$ cat config.mk
export PLATFORM = sky130hd
export DESIGN_NAME = gyro_bias_integrate_motion_flags_flat
export DESIGN_NICKNAME = d
export VERILOG_FILES = /design/src/rtl/gbi_pkg.sv /design/src/rtl/gbi_if.sv /design/src/rtl/gyro_bias_integrate_motion_flags.sv /design/src/rtl/gbi_cal.sv /design/src/rtl/gbi_acc.sv /design/src/rtl/gbi_window.sv /design/src/flat_wrapper.sv
export SDC_FILE = /design/constraint.sdc
export NUM_CORES = 2
export LEC_CHECK = 0
export BUFFER_PORTS_ARGS = -buffer_cell sky130_fd_sc_hd__buf_2
export CAP_MARGIN = 25
export CORE_MARGIN = 4
export CORE_UTILIZATION = 40
export DETAILED_ROUTE_END_ITERATION = 10
export SLEW_MARGIN = 30
export SYNTH_ARGS = -nofsm -noshare
export SYNTH_HDL_FRONTEND = slang
export SYNTH_SLANG_ARGS = --single-unit
export TNS_END_PERCENT = 1
$ cat constraint.sdc
create_clock -name clk -period 5.2 [get_ports clk]
set_input_delay 1.04 -clock clk [delete_from_list [all_inputs] [get_ports clk]]
set_output_delay 1.04 -clock clk [all_outputs]
set_load 0.03 [all_outputs]
$ cat src/rtl/gbi_pkg.sv
package gbi_pkg;

  localparam int WINDOW_LEN_DEF  = 5;
  localparam int CAL_SAMPLES_DEF = 512;
  localparam int SAMPLE_BITS_DEF = 16;

  localparam int ACC_W      = 48;
  localparam int DISCARD_W  = 10;
  localparam int THR_W      = 16;
  localparam int BAND_W     = 15;
  localparam int CFG_IDX_W  = 2;
  localparam int CFG_DATA_W = 16;

  localparam int DISCARD_MAX = (1 << DISCARD_W) - 1;

  localparam logic [DISCARD_W-1:0]    DISCARD_RST = DISCARD_W'(50);
  localparam logic signed [THR_W-1:0] FALL_THR_RST = -THR_W'(100);
  localparam logic [BAND_W-1:0]       STILL_BAND_RST = BAND_W'(100);

  localparam logic [CFG_IDX_W-1:0] REG_DISCARD    = CFG_IDX_W'(0);
  localparam logic [CFG_IDX_W-1:0] REG_FALL_THR   = CFG_IDX_W'(1);
  localparam logic [CFG_IDX_W-1:0] REG_STILL_BAND = CFG_IDX_W'(2);

  typedef enum logic [1:0] {
    CMD_INTEGRATE = 2'd0,
    CMD_CAL       = 2'd1,
    CMD_CLEAR     = 2'd2,
    CMD_RESTART   = 2'd3
  } cmd_t;

  typedef struct packed {
    logic integ;
    logic cal;
    logic clear;
    logic restart;
  } step_ctl_t;

  typedef struct packed {
    logic [DISCARD_W-1:0]    discard_count;
    logic signed [THR_W-1:0] fall_threshold;
    logic [BAND_W-1:0]       still_band;
  } cfg_t;

endpackage

$ cat src/rtl/gbi_if.sv
interface gbi_in_if #(
  parameter int SAMPLE_BITS = gbi_pkg::SAMPLE_BITS_DEF
);
  logic                          valid;
  logic                          ready;
  logic [1:0]                    command;
  logic signed [SAMPLE_BITS-1:0] rate_y;
  logic signed [SAMPLE_BITS-1:0] rate_z;

  modport source (output valid, command, rate_y, rate_z, input ready);
  modport sink   (input valid, command, rate_y, rate_z, output ready);
endinterface

interface gbi_out_if;
  logic                              valid;
  logic                              ready;
  logic signed [gbi_pkg::ACC_W-1:0]  angle_y;
  logic signed [gbi_pkg::ACC_W-1:0]  angle_z;
  logic                              is_stopped;
  logic                              is_falling;
  logic                              bias_ready;

  modport source (output valid, angle_y, angle_z, is_stopped, is_falling, bias_ready,
                  input ready);
  modport sink   (input valid, angle_y, angle_z, is_stopped, is_falling, bias_ready,
                  output ready);
endinterface

$ cat src/rtl/gyro_bias_integrate_motion_flags.sv
// Channel  Dir  Handshake     Payload
// in       in   valid/ready   command, rate_y, rate_z
// out      out  valid/ready   angle_y, angle_z, is_stopped, is_falling, bias_ready
// cfg      in   cfg_we        cfg_index, cfg_data
//
// One transaction per cycle sustained while out is ready; each goes through the
// input register, then a single-pass update into the state/result registers.
// The state registers are the result register: they update only as a transaction
// moves on, so a stalled result holds while the next transaction waits in the
// input register. rst is synchronous: state, windows, flags and config to defaults.
module gyro_bias_integrate_motion_flags #(
  parameter int WINDOW_LEN  = gbi_pkg::WINDOW_LEN_DEF,
  parameter int CAL_SAMPLES = gbi_pkg::CAL_SAMPLES_DEF,
  parameter int SAMPLE_BITS = gbi_pkg::SAMPLE_BITS_DEF
) (
  input  logic                               clk,
  input  logic                               rst,
  gbi_in_if.sink                             in,
  gbi_out_if.source                          out,
  input  logic                               cfg_we,
  input  logic [gbi_pkg::CFG_IDX_W-1:0]      cfg_index,
  input  logic [gbi_pkg::CFG_DATA_W-1:0]     cfg_data
);

  localparam int CNT_W = $clog2(gbi_pkg::DISCARD_MAX + CAL_SAMPLES + 1);
  localparam int SUM_W = SAMPLE_BITS + CNT_W;

  gbi_pkg::cfg_t                 cfg;
  logic                          in_valid_q;
  gbi_pkg::cmd_t                 cmd_q;
  logic signed [SAMPLE_BITS-1:0] y_q;
  logic signed [SAMPLE_BITS-1:0] z_q;
  logic                          out_valid;
  logic                          adv;
  gbi_pkg::step_ctl_t            ctl;
  logic signed [SUM_W-1:0]       bias_y;
  logic signed [SUM_W-1:0]       bias_z;

  assign adv      = in_valid_q && (!out_valid || out.ready);
  assign in.ready = !in_valid_q || adv;

  always_comb begin
    ctl = '0;
    if (adv) begin
      unique case (cmd_q)
        gbi_pkg::CMD_INTEGRATE: ctl.integ = 1'b1;
        gbi_pkg::CMD_CAL:       ctl.cal   = 1'b1;
        gbi_pkg::CMD_CLEAR:     ctl.clear = 1'b1;
        gbi_pkg::CMD_RESTART: begin
          ctl.clear   = 1'b1;
          ctl.restart = 1'b1;
        end
      endcase
    end
  end

  always_ff @(posedge clk) begin
    if (rst) begin
      cfg.discard_count  <= gbi_pkg::DISCARD_RST;
      cfg.fall_threshold <= gbi_pkg::FALL_THR_RST;
      cfg.still_band     <= gbi_pkg::STILL_BAND_RST;
    end else if (cfg_we) begin
      unique case (cfg_index)
        gbi_pkg::REG_DISCARD:    cfg.discard_count  <= cfg_data[gbi_pkg::DISCARD_W-1:0];
        gbi_pkg::REG_FALL_THR:   cfg.fall_threshold <= $signed(cfg_data[gbi_pkg::THR_W-1:0]);
        gbi_pkg::REG_STILL_BAND: cfg.still_band     <= cfg_data[gbi_pkg::BAND_W-1:0];
        default: ;
      endcase
    end
  end

  always_ff @(posedge clk) begin
    if (rst) begin
      in_valid_q <= 1'b0;
      out_valid  <= 1'b0;
    end else begin
      if (in.valid && in.ready) begin
        in_valid_q <= 1'b1;
      end else if (adv) begin
        in_valid_q <= 1'b0;
      end
      if (adv) begin
        out_valid <= 1'b1;
      end else if (out.ready) begin
        out_valid <= 1'b0;
      end
    end
  end

  always_ff @(posedge clk) begin
    if (in.valid && in.ready) begin
      cmd_q <= gbi_pkg::cmd_t'(in.command);
      y_q   <= in.rate_y;
      z_q   <= in.rate_z;
    end
  end

  gbi_cal #(
    .CAL_SAMPLES (CAL_SAMPLES),
    .SAMPLE_BITS (SAMPLE_BITS),
    .SUM_W       (SUM_W)
  ) u_cal (
    .clk           (clk),
    .rst           (rst),
    .ctl           (ctl),
    .discard_count (cfg.discard_count),
    .y             (y_q),
    .z             (z_q),
    .bias_y        (bias_y),
    .bias_z        (bias_z),
    .ready         (out.bias_ready)
  );

  gbi_acc #(
    .CAL_SAMPLES (CAL_SAMPLES),
    .SAMPLE_BITS (SAMPLE_BITS),
    .SUM_W       (SUM_W)
  ) u_acc_y (
    .clk    (clk),
    .rst    (rst),
    .ctl    (ctl),
    .sample (y_q),
    .bias   (bias_y),
    .accum  (out.angle_y)
  );

  gbi_acc #(
    .CAL_SAMPLES (CAL_SAMPLES),
    .SAMPLE_BITS (SAMPLE_BITS),
    .SUM_W       (SUM_W)
  ) u_acc_z (
    .clk    (clk),
    .rst    (rst),
    .ctl    (ctl),
    .sample (z_q),
    .bias   (bias_z),
    .accum  (out.angle_z)
  );

  gbi_window #(
    .WINDOW_LEN  (WINDOW_LEN),
    .SAMPLE_BITS (SAMPLE_BITS)
  ) u_window (
    .clk        (clk),
    .rst        (rst),
    .ctl        (ctl),
    .cfg        (cfg),
    .y          (y_q),
    .z          (z_q),
    .is_stopped (out.is_stopped),
    .is_falling (out.is_falling)
  );

  assign out.valid = out_valid;

  a_bias_ready_from_cal: assert property (@(posedge clk) disable iff (rst)
    $rose(out.bias_ready) |-> $past(ctl.cal))
    else $error("bias_ready rose without a calibration transaction");

  a_clear_zeroes: assert property (@(posedge clk) disable iff (rst)
    ctl.clear |=> (out.angle_y == '0) && (out.angle_z == '0))
    else $error("accumulators not zero after clear");

  a_flags_hold: assert property (@(posedge clk) disable iff (rst)
    !ctl.integ |=> $stable(out.is_stopped) && $stable(out.is_falling))
    else $error("motion flags changed without an integrate transaction");

  a_state_only_on_adv: assert property (@(posedge clk) disable iff (rst)
    !adv |=> $stable(out.angle_y) && $stable(out.angle_z) && $stable(out.bias_ready))
    else $error("result changed while no transaction advanced");

endmodule

$ cat src/rtl/gbi_cal.sv
module gbi_cal #(
  parameter int CAL_SAMPLES = gbi_pkg::CAL_SAMPLES_DEF,
  parameter int SAMPLE_BITS = gbi_pkg::SAMPLE_BITS_DEF,
  parameter int SUM_W       = 27
) (
  input  logic                                clk,
  input  logic                                rst,
  input  gbi_pkg::step_ctl_t                  ctl,
  input  logic [gbi_pkg::DISCARD_W-1:0]       discard_count,
  input  logic signed [SAMPLE_BITS-1:0]       y,
  input  logic signed [SAMPLE_BITS-1:0]       z,
  output logic signed [SUM_W-1:0]             bias_y,
  output logic signed [SUM_W-1:0]             bias_z,
  output logic                                ready
);

  localparam int CNT_W = $clog2(gbi_pkg::DISCARD_MAX + CAL_SAMPLES + 1);

  logic [CNT_W-1:0]        cal_count;
  logic [CNT_W-1:0]        cal_count_next;
  logic [CNT_W-1:0]        end_count;
  logic signed [SUM_W-1:0] cal_sum_y;
  logic signed [SUM_W-1:0] cal_sum_z;
  logic signed [SUM_W-1:0] cal_sum_y_next;
  logic signed [SUM_W-1:0] cal_sum_z_next;
  logic                    summing;

  assign cal_count_next = cal_count + CNT_W'(1);
  assign end_count      = CNT_W'(discard_count) + CNT_W'(CAL_SAMPLES);
  assign summing        = cal_count >= CNT_W'(discard_count);
  assign cal_sum_y_next = cal_sum_y + SUM_W'(y);
  assign cal_sum_z_next = cal_sum_z + SUM_W'(z);

  always_ff @(posedge clk) begin
    if (rst) begin
      cal_count <= '0;
      cal_sum_y <= '0;
      cal_sum_z <= '0;
      bias_y    <= '0;
      bias_z    <= '0;
      ready     <= 1'b0;
    end else if (ctl.restart) begin
      cal_count <= '0;
      cal_sum_y <= '0;
      cal_sum_z <= '0;
      ready     <= 1'b0;
    end else if (ctl.cal && !ready) begin
      cal_count <= cal_count_next;
      if (summing) begin
        cal_sum_y <= cal_sum_y_next;
        cal_sum_z <= cal_sum_z_next;
        if (cal_count_next >= end_count) begin
          bias_y <= cal_sum_y_next;
          bias_z <= cal_sum_z_next;
          ready  <= 1'b1;
        end
      end
    end
  end

endmodule

$ cat src/rtl/gbi_acc.sv
module gbi_acc #(
  parameter int CAL_SAMPLES = gbi_pkg::CAL_SAMPLES_DEF,
  parameter int SAMPLE_BITS = gbi_pkg::SAMPLE_BITS_DEF,
  parameter int SUM_W       = 27
) (
  input  logic                               clk,
  input  logic                               rst,
  input  gbi_pkg::step_ctl_t                 ctl,
  input  logic signed [SAMPLE_BITS-1:0]      sample,
  input  logic signed [SUM_W-1:0]            bias,
  output logic signed [gbi_pkg::ACC_W-1:0]   accum
);

  localparam int ACC_W = gbi_pkg::ACC_W;
  localparam int EXT_W = ACC_W + 2;

  localparam logic signed [EXT_W-1:0] CAL_S   = EXT_W'(CAL_SAMPLES);
  localparam logic signed [EXT_W-1:0] ACC_MAX = EXT_W'({1'b0, {(ACC_W-1){1'b1}}});
  localparam logic signed [EXT_W-1:0] ACC_MIN = -ACC_MAX - EXT_W'(1);

  logic signed [EXT_W-1:0] scaled;
  logic signed [EXT_W-1:0] total;
  logic signed [ACC_W-1:0] accum_next;

  assign scaled = EXT_W'(sample) * CAL_S;
  assign total  = EXT_W'(accum) + scaled - EXT_W'(bias);

  always_comb begin
    priority if (total > ACC_MAX) begin
      accum_next = ACC_MAX[ACC_W-1:0];
    end else if (total < ACC_MIN) begin
      accum_next = ACC_MIN[ACC_W-1:0];
    end else begin
      accum_next = total[ACC_W-1:0];
    end
  end

  always_ff @(posedge clk) begin
    if (rst) begin
      accum <= '0;
    end else if (ctl.clear) begin
      accum <= '0;
    end else if (ctl.integ) begin
      accum <= accum_next;
    end
  end

endmodule

$ cat src/rtl/gbi_window.sv
module gbi_window #(
  parameter int WINDOW_LEN  = gbi_pkg::WINDOW_LEN_DEF,
  parameter int SAMPLE_BITS = gbi_pkg::SAMPLE_BITS_DEF
) (
  input  logic                          clk,
  input  logic                          rst,
  input  gbi_pkg::step_ctl_t            ctl,
  input  gbi_pkg::cfg_t                 cfg,
  input  logic signed [SAMPLE_BITS-1:0] y,
  input  logic signed [SAMPLE_BITS-1:0] z,
  output logic                          is_stopped,
  output logic                          is_falling
);

  localparam int SLOT_W = (WINDOW_LEN > 1) ? $clog2(WINDOW_LEN) : 1;
  localparam int CMP_W  = ((SAMPLE_BITS > gbi_pkg::THR_W) ? SAMPLE_BITS : gbi_pkg::THR_W) + 1;

  logic signed [SAMPLE_BITS-1:0] win_y [WINDOW_LEN];
  logic signed [SAMPLE_BITS-1:0] win_z [WINDOW_LEN];
  logic [SLOT_W-1:0]             slot;
  logic                          stopped_next;
  logic                          falling_next;
  logic signed [CMP_W-1:0]       band_hi;
  logic signed [CMP_W-1:0]       band_lo;
  logic signed [CMP_W-1:0]       thr;

  assign band_hi = $signed({{(CMP_W-gbi_pkg::BAND_W){1'b0}}, cfg.still_band});
  assign band_lo = -band_hi;
  assign thr     = CMP_W'(cfg.fall_threshold);

  // flags see the window with this transaction's samples already in place
  always_comb begin
    logic signed [CMP_W-1:0] wy;
    logic signed [CMP_W-1:0] wz;
    stopped_next = 1'b1;
    falling_next = 1'b1;
    for (int i = 0; i < WINDOW_LEN; i++) begin
      wy = (slot == SLOT_W'(i)) ? CMP_W'(y) : CMP_W'(win_y[i]);
      wz = (slot == SLOT_W'(i)) ? CMP_W'(z) : CMP_W'(win_z[i]);
      if (wz > band_hi || wz < band_lo) stopped_next = 1'b0;
      if (wy > thr) falling_next = 1'b0;
    end
  end

  always_ff @(posedge clk) begin
    if (rst) begin
      for (int i = 0; i < WINDOW_LEN; i++) begin
        win_y[i] <= '0;
        win_z[i] <= '0;
      end
      slot       <= '0;
      is_stopped <= 1'b0;
      is_falling <= 1'b0;
    end else if (ctl.integ) begin
      for (int i = 0; i < WINDOW_LEN; i++) begin
        if (slot == SLOT_W'(i)) begin
          win_y[i] <= y;
          win_z[i] <= z;
        end
      end
      slot       <= (slot == SLOT_W'(WINDOW_LEN - 1)) ? '0 : slot + SLOT_W'(1);
      is_stopped <= stopped_next;
      is_falling <= falling_next;
    end
  end

endmodule

$ cat src/flat_wrapper.sv
// flat-port wrapper written by rule: the top's interface ports become plain ports
module gyro_bias_integrate_motion_flags_flat 
#(
  parameter int WINDOW_LEN  = gbi_pkg::WINDOW_LEN_DEF,
  parameter int CAL_SAMPLES = gbi_pkg::CAL_SAMPLES_DEF,
  parameter int SAMPLE_BITS = gbi_pkg::SAMPLE_BITS_DEF
)
  (clk, rst, cfg_we, cfg_index, cfg_data, in_valid, in_command, in_rate_y, in_rate_z, in_ready, out_valid, out_angle_y, out_angle_z, out_is_stopped, out_is_falling, out_bias_ready, out_ready);
  gbi_in_if #(.SAMPLE_BITS(SAMPLE_BITS)) in_i ();
  gbi_out_if out_i ();
  input  logic clk;
  input  logic rst;
  input  logic cfg_we;
  input  logic [gbi_pkg::CFG_IDX_W-1:0] cfg_index;
  input  logic [gbi_pkg::CFG_DATA_W-1:0] cfg_data;
  input wire logic [$bits(in_i.valid)-1:0] in_valid;
  input wire logic [$bits(in_i.command)-1:0] in_command;
  input wire logic [$bits(in_i.rate_y)-1:0] in_rate_y;
  input wire logic [$bits(in_i.rate_z)-1:0] in_rate_z;
  output wire logic [$bits(in_i.ready)-1:0] in_ready;
  output wire logic [$bits(out_i.valid)-1:0] out_valid;
  output wire logic [$bits(out_i.angle_y)-1:0] out_angle_y;
  output wire logic [$bits(out_i.angle_z)-1:0] out_angle_z;
  output wire logic [$bits(out_i.is_stopped)-1:0] out_is_stopped;
  output wire logic [$bits(out_i.is_falling)-1:0] out_is_falling;
  output wire logic [$bits(out_i.bias_ready)-1:0] out_bias_ready;
  input wire logic [$bits(out_i.ready)-1:0] out_ready;
  assign in_i.valid = in_valid;
  assign in_i.command = in_command;
  assign in_i.rate_y = in_rate_y;
  assign in_i.rate_z = in_rate_z;
  assign in_ready = in_i.ready;
  assign out_valid = out_i.valid;
  assign out_angle_y = out_i.angle_y;
  assign out_angle_z = out_i.angle_z;
  assign out_is_stopped = out_i.is_stopped;
  assign out_is_falling = out_i.is_falling;
  assign out_bias_ready = out_i.bias_ready;
  assign out_i.ready = out_ready;
  gyro_bias_integrate_motion_flags #(.WINDOW_LEN(WINDOW_LEN), .CAL_SAMPLES(CAL_SAMPLES), .SAMPLE_BITS(SAMPLE_BITS)) u_core (.clk(clk), .rst(rst), .in(in_i), .out(out_i), .cfg_we(cfg_we), .cfg_index(cfg_index), .cfg_data(cfg_data));
endmodule
Yosys cells after proc, flatten, opt, wreduce, memory -nomap -nowiden --
Memories as Yosys holds them, arrays and structs flattened. Index checks and enable logic that the tools add are counted.
Storage, ports and cells: flip-flop bits (word level) 298, bits in writable memories 160, input port bits 57, output and inout bits 101, logic and storage cells 165, memories 2
Cells by class: $add $sub $neg 10, order comparisons 21, eq/ne operators 9, multiplexer cells 66, bitwise logic cells 11, reduce and logical (&&, ||, !) cells 27
Memory list:
- u_core.u_window.win_y | words 5, width 16, read ports 5, clocked after memory_dff 0, write ports 5, RTL line gbi_window.sv:18 | logic signed [SAMPLE_BITS-1:0] win_y [WINDOW_LEN];
- u_core.u_window.win_z | words 5, width 16, read ports 5, clocked after memory_dff 0, write ports 5, RTL line gbi_window.sv:19 | logic signed [SAMPLE_BITS-1:0] win_z [WINDOW_LEN];
Operators with widths (number):
- 48-bit 2-to-1 mux | 4
- 17-bit by 16-bit greater-than comparator with 1-bit output | 10
- 17-bit 2-to-1 mux | 10
- 16-bit 2-to-1 mux | 10
- 50-bit by 48-bit greater-than comparator with 1-bit output, second input constant | 2
- 50-bit by 48-bit less-than comparator with 1-bit output, second input constant | 2
- 49-bit by 27-bit subtractor with 50-bit output | 2
- 48-bit by 25-bit adder with 49-bit output | 2
- 17-bit less-than comparator | 5
- 27-bit by 16-bit adder with 27-bit output | 2
- 1-bit 2-to-1 mux | 40
- 15-bit negator with 17-bit output | 1
- 10-bit by 10-bit adder with 11-bit output, second input constant | 1
- 11-bit by 1-bit adder with 11-bit output, second input constant | 1
- 11-bit by 10-bit greater-or-equal comparator with 1-bit output | 1
- 11-bit greater-or-equal comparator | 1
- 1-bit bitwise OR | 10
- 2-bit AND reduction | 4
- 1-bit logical OR | 7
- 2-bit == test, second input constant | 3
- 3-bit by 2-bit == test with 1-bit output, second input constant | 2
- 2-bit OR reduction | 3
- 2-bit by 1-bit == test with 1-bit output, second input constant | 2
- 2-bit zero test | 2
- other kinds (12) | 17

Depth between registers and ports, before layout --
word-level depth 9, depth in mapped cells 20, gate-level depth less buffers 20

Modules after synthesis --
From an unflattened synthesis, not the netlist that was laid out.
Unflattened totals: cells, all modules 4001, area, all modules 36393.7 um2
By module, submodules not included:
- gbi_window | instances 1, cells each 1071, area each 12578.3 um2, seq. area each 4904.7 um2
- gbi_cal | instances 1, cells each 1040, area each 8105.3 um2, seq. area each 2402.3 um2
- gbi_acc at u_core.u_acc_y | instances 1, cells each 850, area each 6431.2 um2, seq. area each 960.9 um2
- gbi_acc at u_core.u_acc_z | instances 1, cells each 820, area each 6417.4 um2, seq. area each 960.9 um2
- gyro_bias_integrate_motion_flags | instances 1, cells each 220, area each 2861.5 um2, seq. area each 1881.8 um2

Least setup slack after synthesis --
OpenSTA, ideal clock, no wires.
path type register -> register, start register u_core.y_q[15], end register u_core.u_acc_y.accum[46] (netlist name), library setup time 154 ps, data arrival time 4799 ps, data required time 5046 ps, setup slack 247 ps, stages on the path, launching flop included 17, buffers on the path 3, period minus slack after synthesis 4953 ps, cells stage by stage edfxtp_1 -> inv_1 -> fa_1 -> inv_1 -> ha_1 -> clkbuf_1 -> a21oi_1 -> o21bai_1 -> a21o_1 -> a31o_2 -> o311ai_0 -> nor3_4 -> a211o_2 -> buf_4 -> buf_2 -> nand3_1 -> a221oi_1
On the way: cells in the longest elaborated chain, start to end 5, elaborated cells between the ends (all ways) 6, classes of those cells 2 x add/sub; 2 x order compare; 2 x mux
Ends and longest elaborated chain:
- start: declaration | RTL line gyro_bias_integrate_motion_flags.sv:31 | logic signed [SAMPLE_BITS-1:0] y_q;
- start signal: assignment | RTL line gyro_bias_integrate_motion_flags.sv:93 | y_q <= in.rate_y;
- 48-bit by 25-bit adder with 49-bit output * | RTL line gbi_acc.sv:26 | assign total = EXT_W'(accum) + scaled - EXT_W'(bias);
- 49-bit by 27-bit subtractor with 50-bit output * | RTL line gbi_acc.sv:26
- 50-bit by 48-bit less-than comparator with 1-bit output | RTL line gbi_acc.sv:31 | end else if (total < ACC_MIN) begin
- 48-bit 2-to-1 mux | RTL line gbi_acc.sv:31
- 48-bit 2-to-1 mux * | RTL line gbi_acc.sv:29 | priority if (total > ACC_MAX) begin
- end signal: assignment | RTL line gbi_acc.sv:44 | accum <= accum_next;
- end: declaration | RTL line gbi_acc.sv:11 | output logic signed [gbi_pkg::ACC_W-1:0] accum
Mark *: on every way between the ends. The rest lies on a longest branch, timed or not. A chain may end at the register's enable or synchronous reset.

Final worst setup path --
start register u_core.y_q[10], end register u_core.u_acc_y.accum[18] (netlist name)
The elaborated chain is that of the path after synthesis.

==> key figures <==
Routing
  • Final ANT Viol Nets: 0
  • DR pass1 iterations: 6
  • Drt wl/cell: 20.1 um
  • Routed WL: 104000 um
  • Initial DRC count: 2128
  • Via density: 5.56
  • Number of remaining DRC errors: 0
  • DR vias: 28766

Yosys
  • Warnings, synthesis: 0
  • Syn Area/Cell: 8.93 sq um
  • Ys flop type: dfxtp_1
  • Top post-synthesis cells by area: edfxtp_1 17%, ha_1 16%, dfxtp_1 15%
  • Sequential-to-total area share from yosys stat: 0.321
  • Yosys reg bits: 458
  • Post-synth top area cell: edfxtp_1
  • Synthesized net count: 4446
  • Post-synth ARST share: 0
  • Mapped Cells: 3878
  • Post-synth EDFFs: 194
  • Synth Cell Area: 34600 sq um
  • Post-synth top area share: 0.168
  • Distinct cells, synth: 84

STA
  • Final Setup Violations: 0
  • Fin crit share: 0.920
  • WHS: 0.454 ns
  • Max-slew violations: 0
  • Clock skew: 0.0277 ns
  • Peak Freq: 209 MHz
  • Final Hold Fails: 0
  • Tmin final: 4.78 ns
  • Max-slew headroom: 0.356
  • Setup TNS: 0 ns
  • RSZ-0062 raised after global routing: false
  • Worst Tran Pin Value: 0.957 ns

Pwr
  • Internal power: 7.24 mW
  • Tot Pwr: 10.5 mW
  • Net Sw Frac: 0.313
  • Seq pwr share: 0.372
  • Power share of the clock group: 0.391
  • Max rail drop VDD: 0.274 mV
  • Gate power share: 0.237
  • Leak: 16.7 nW
  • PwrDens: 273 nW/um^2
  • Sw Pwr: 3.30 mW

Setup path
  • RR Startpoint: u_core.y_q[10]
  • CP startpoint kind: flip-flop
  • Register-to-register setup slack: 0.42 ns
  • Crit-path max FO: 26
  • WP data required: 5.67 ns
  • CP Class: reg -> reg
  • FF-to-FF End: u_core.u_acc_y.accum[18]
  • Critical path arrival: 5.26 ns
  • R2R depth: 15
  • CP Capture Type: flip-flop

Cells and area
  • Layout Utilization: 0.452
  • Nets: 4548
  • Share of layout cells above drive strength 1: 0.126
  • Most frequent cells in the layout: 486 x nand2_1, 428 x ha_1, 378 x inv_1, 311 x a21oi_1, 264 x dfxtp_1
  • Syn-to-layout area delta: 11.7%
  • Commonest non-fill, non-tap cell in the layout: nand2_1
  • Storage cell area: 11100 sq um
  • Filler-free cell count of the finished design: 5171
  • Fillers: 8380
  • Area taken by multi-input logic gates: 21400 sq um

Placed design
  • GPL Wtd Cong: 0.930
  • Cells after DPL: 5067
  • DP Wirelength: 79200 um
  • IO Port Bufs: 157

CTS
  • Clock transition at path regs: 0.06 ns
  • Worst-case clock buffer depth: 3
  • CTS tree: done
  • H-Tree Depth: 2
  • Clock Sinks: 458
  • Clk Latency, worst-skew pair: 0.64 ns
  • Root buffer cell: clkbuf_16
  • Num CTS Buffers: 54
  • Hold Buf Count CTS: 0

Global routing
  • First-pass GRT wire length: 161000 um
  • Vias in the first global route: 27471
  • Pin count of the biggest net entering global routing: 62
  • Met3 Track Usage GR: 0.0339
  • Grt total ovfl: 0
  • Met1 Resource Use GR: 0.307
  • GR Util All Layers: 0.222
  • Initial antenna violation count: 1
  • Gr busiest metal: met2
  • GRT met2 Usage: 0.360

Outcome
  • Status: complete, no violations

Die
  • Die W: 302 um
  • Core area: 85500 sq um
  • FP Rows: 107
  • Die area: 91300 sq um
  • Initial Utilization: 0.405
  • IO Pins: 158
  • Die Height: 302 um

Min path
  • Worst hold-check path type: reg -> reg
  • Hold depth: 2
  • Min-delay src: u_core.u_cal.bias_y[5]
  • Hold Path Sink: u_core.u_cal.bias_y[5]

Flow run
  • Max Cap Viol: 0
routing by layer:
metal  routed length [um]  vias up
met1                47800    13716
met5                    0        -
met3                 5970      160
li1                     -    14100
met2                46800      790
met4                 3220        0
power groups by stage:
stage	clock network [mW]	logic (mW)	registers, mW
5_1_grt	4.35	2.77	3.93
4_1_cts	4.21	2.48	3.92
2_1_floorplan	0	1.79	4.02
3_5_place_dp	0	2.47	4.00
3_3_place_gp	0	2.46	3.99
6_report	4.12	2.50	3.92
per-stage QoR:
stage | instance area (sq um) | setup slack (ns)
after floorplan | 34600 | 0.247
after global placement | 36700 | 0.175
after detailed placement | 36700 | 0.307
after CTS | 38600 | 0.258
after global routing | 38700 | 0.0723
final | 38700 | 0.416
cell usage after synthesis, types with 74 or more instances:
cell,number
inv_1,380
o21ai_0,248
xnor2_1,100
dfxtp_1,264
nor2_1,182
a21o_1,103
ha_1,429
clkbuf_1,140
nand2_1,490
a21oi_1,312
o21a_1,74
fa_1,82
edfxtp_1,194
final cells by class:
| class | instances | area share |
|---|---|---|
| multi-input cells | 2862 | 0.554 |
| flip-flops and latches | 458 | 0.287 |
| repair buffers | 224 | 0.0355 |
| inverters | 380 | 0.0369 |
| well taps | 1144 | 0.0370 |
| clock buffers | 75 | 0.0405 |
| diodes | 1 | 0.0000647 |
| clock inverters | 27 | 0.00909 |
critical path: stages, from the launching register on:
cell and delay (ns):
edfxtp_1 0.43, inv_1 0.20, fa_1 0.55, inv_1 0.05, ha_1 0.46, nand2_2 0.10
o211ai_2 0.17, a21oi_1 0.13, or3b_4 0.40, o211ai_2 0.24, nand3_2 0.14, o41a_1 0.51
o211ai_1 0.22, o311a_2 0.69, buf_4 0.29, a221oi_2 0.06
cell families after synthesis:
kind of cell | after synthesis | share of synthesized area
multiplexers | 43 | 0.0135
buffers and inverters | 558 | 0.0654
AO/OA/AOI/OAI | 1092 | 0.213
adder cells (fa/ha/maj) | 511 | 0.202
flip-flops | 458 | 0.321
AND/OR/NAND/NOR | 1054 | 0.144
XOR/XNOR | 162 | 0.0410
worst max-delay path by stage:
stage                              start                    endpoint  slack (ns)  cells after the start
after floorplan           u_core.y_q[15]    u_core.u_acc_y.accum[46]        0.25                     16
after global placement     u_core.cfg[1]  u_core.u_window.is_stopped        0.18                     20
after detailed placement   u_core.cfg[1]  u_core.u_window.is_stopped        0.31                     20
after CTS                  u_core.cfg[1]  u_core.u_window.is_stopped        0.26                     20
after global routing      u_core.y_q[15]    u_core.u_acc_y.accum[18]        0.07                     16
final                     u_core.y_q[10]    u_core.u_acc_y.accum[18]        0.42                     15
timing repair:
| item | 4_1_cts | 5_1_grt |
|---|---|---|
| resized for setup | 0 | 2 |
| setup endpoints to repair | 0 | 1 |
| buffers inserted | 0 | 0 |
sequential cells by signal, indices dropped and copies added (netlist names):
name,cells
u_core.z_q,16
u_core.u_cal.bias_z,27
u_core.y_q,16
u_core.u_acc_z.accum,48
u_core.cfg,41
u_core.cmd_q,2
u_core.u_cal.cal_count,11
u_core.u_acc_y.accum,48
u_core.u_cal.cal_sum_y,27
u_core.u_cal.ready,1
u_core.u_cal.cal_sum_z,27
u_core.u_window.slot,3
u_core.in_valid_q,1
u_core.u_window.is_falling,1
u_core.u_window.is_stopped,1
u_core.u_window.win_z,80
u_core.u_window.win_y,80
u_core.out.valid,1
u_core.u_cal.bias_y,27
No activity file was read; power rests on OpenSTA's default activity.
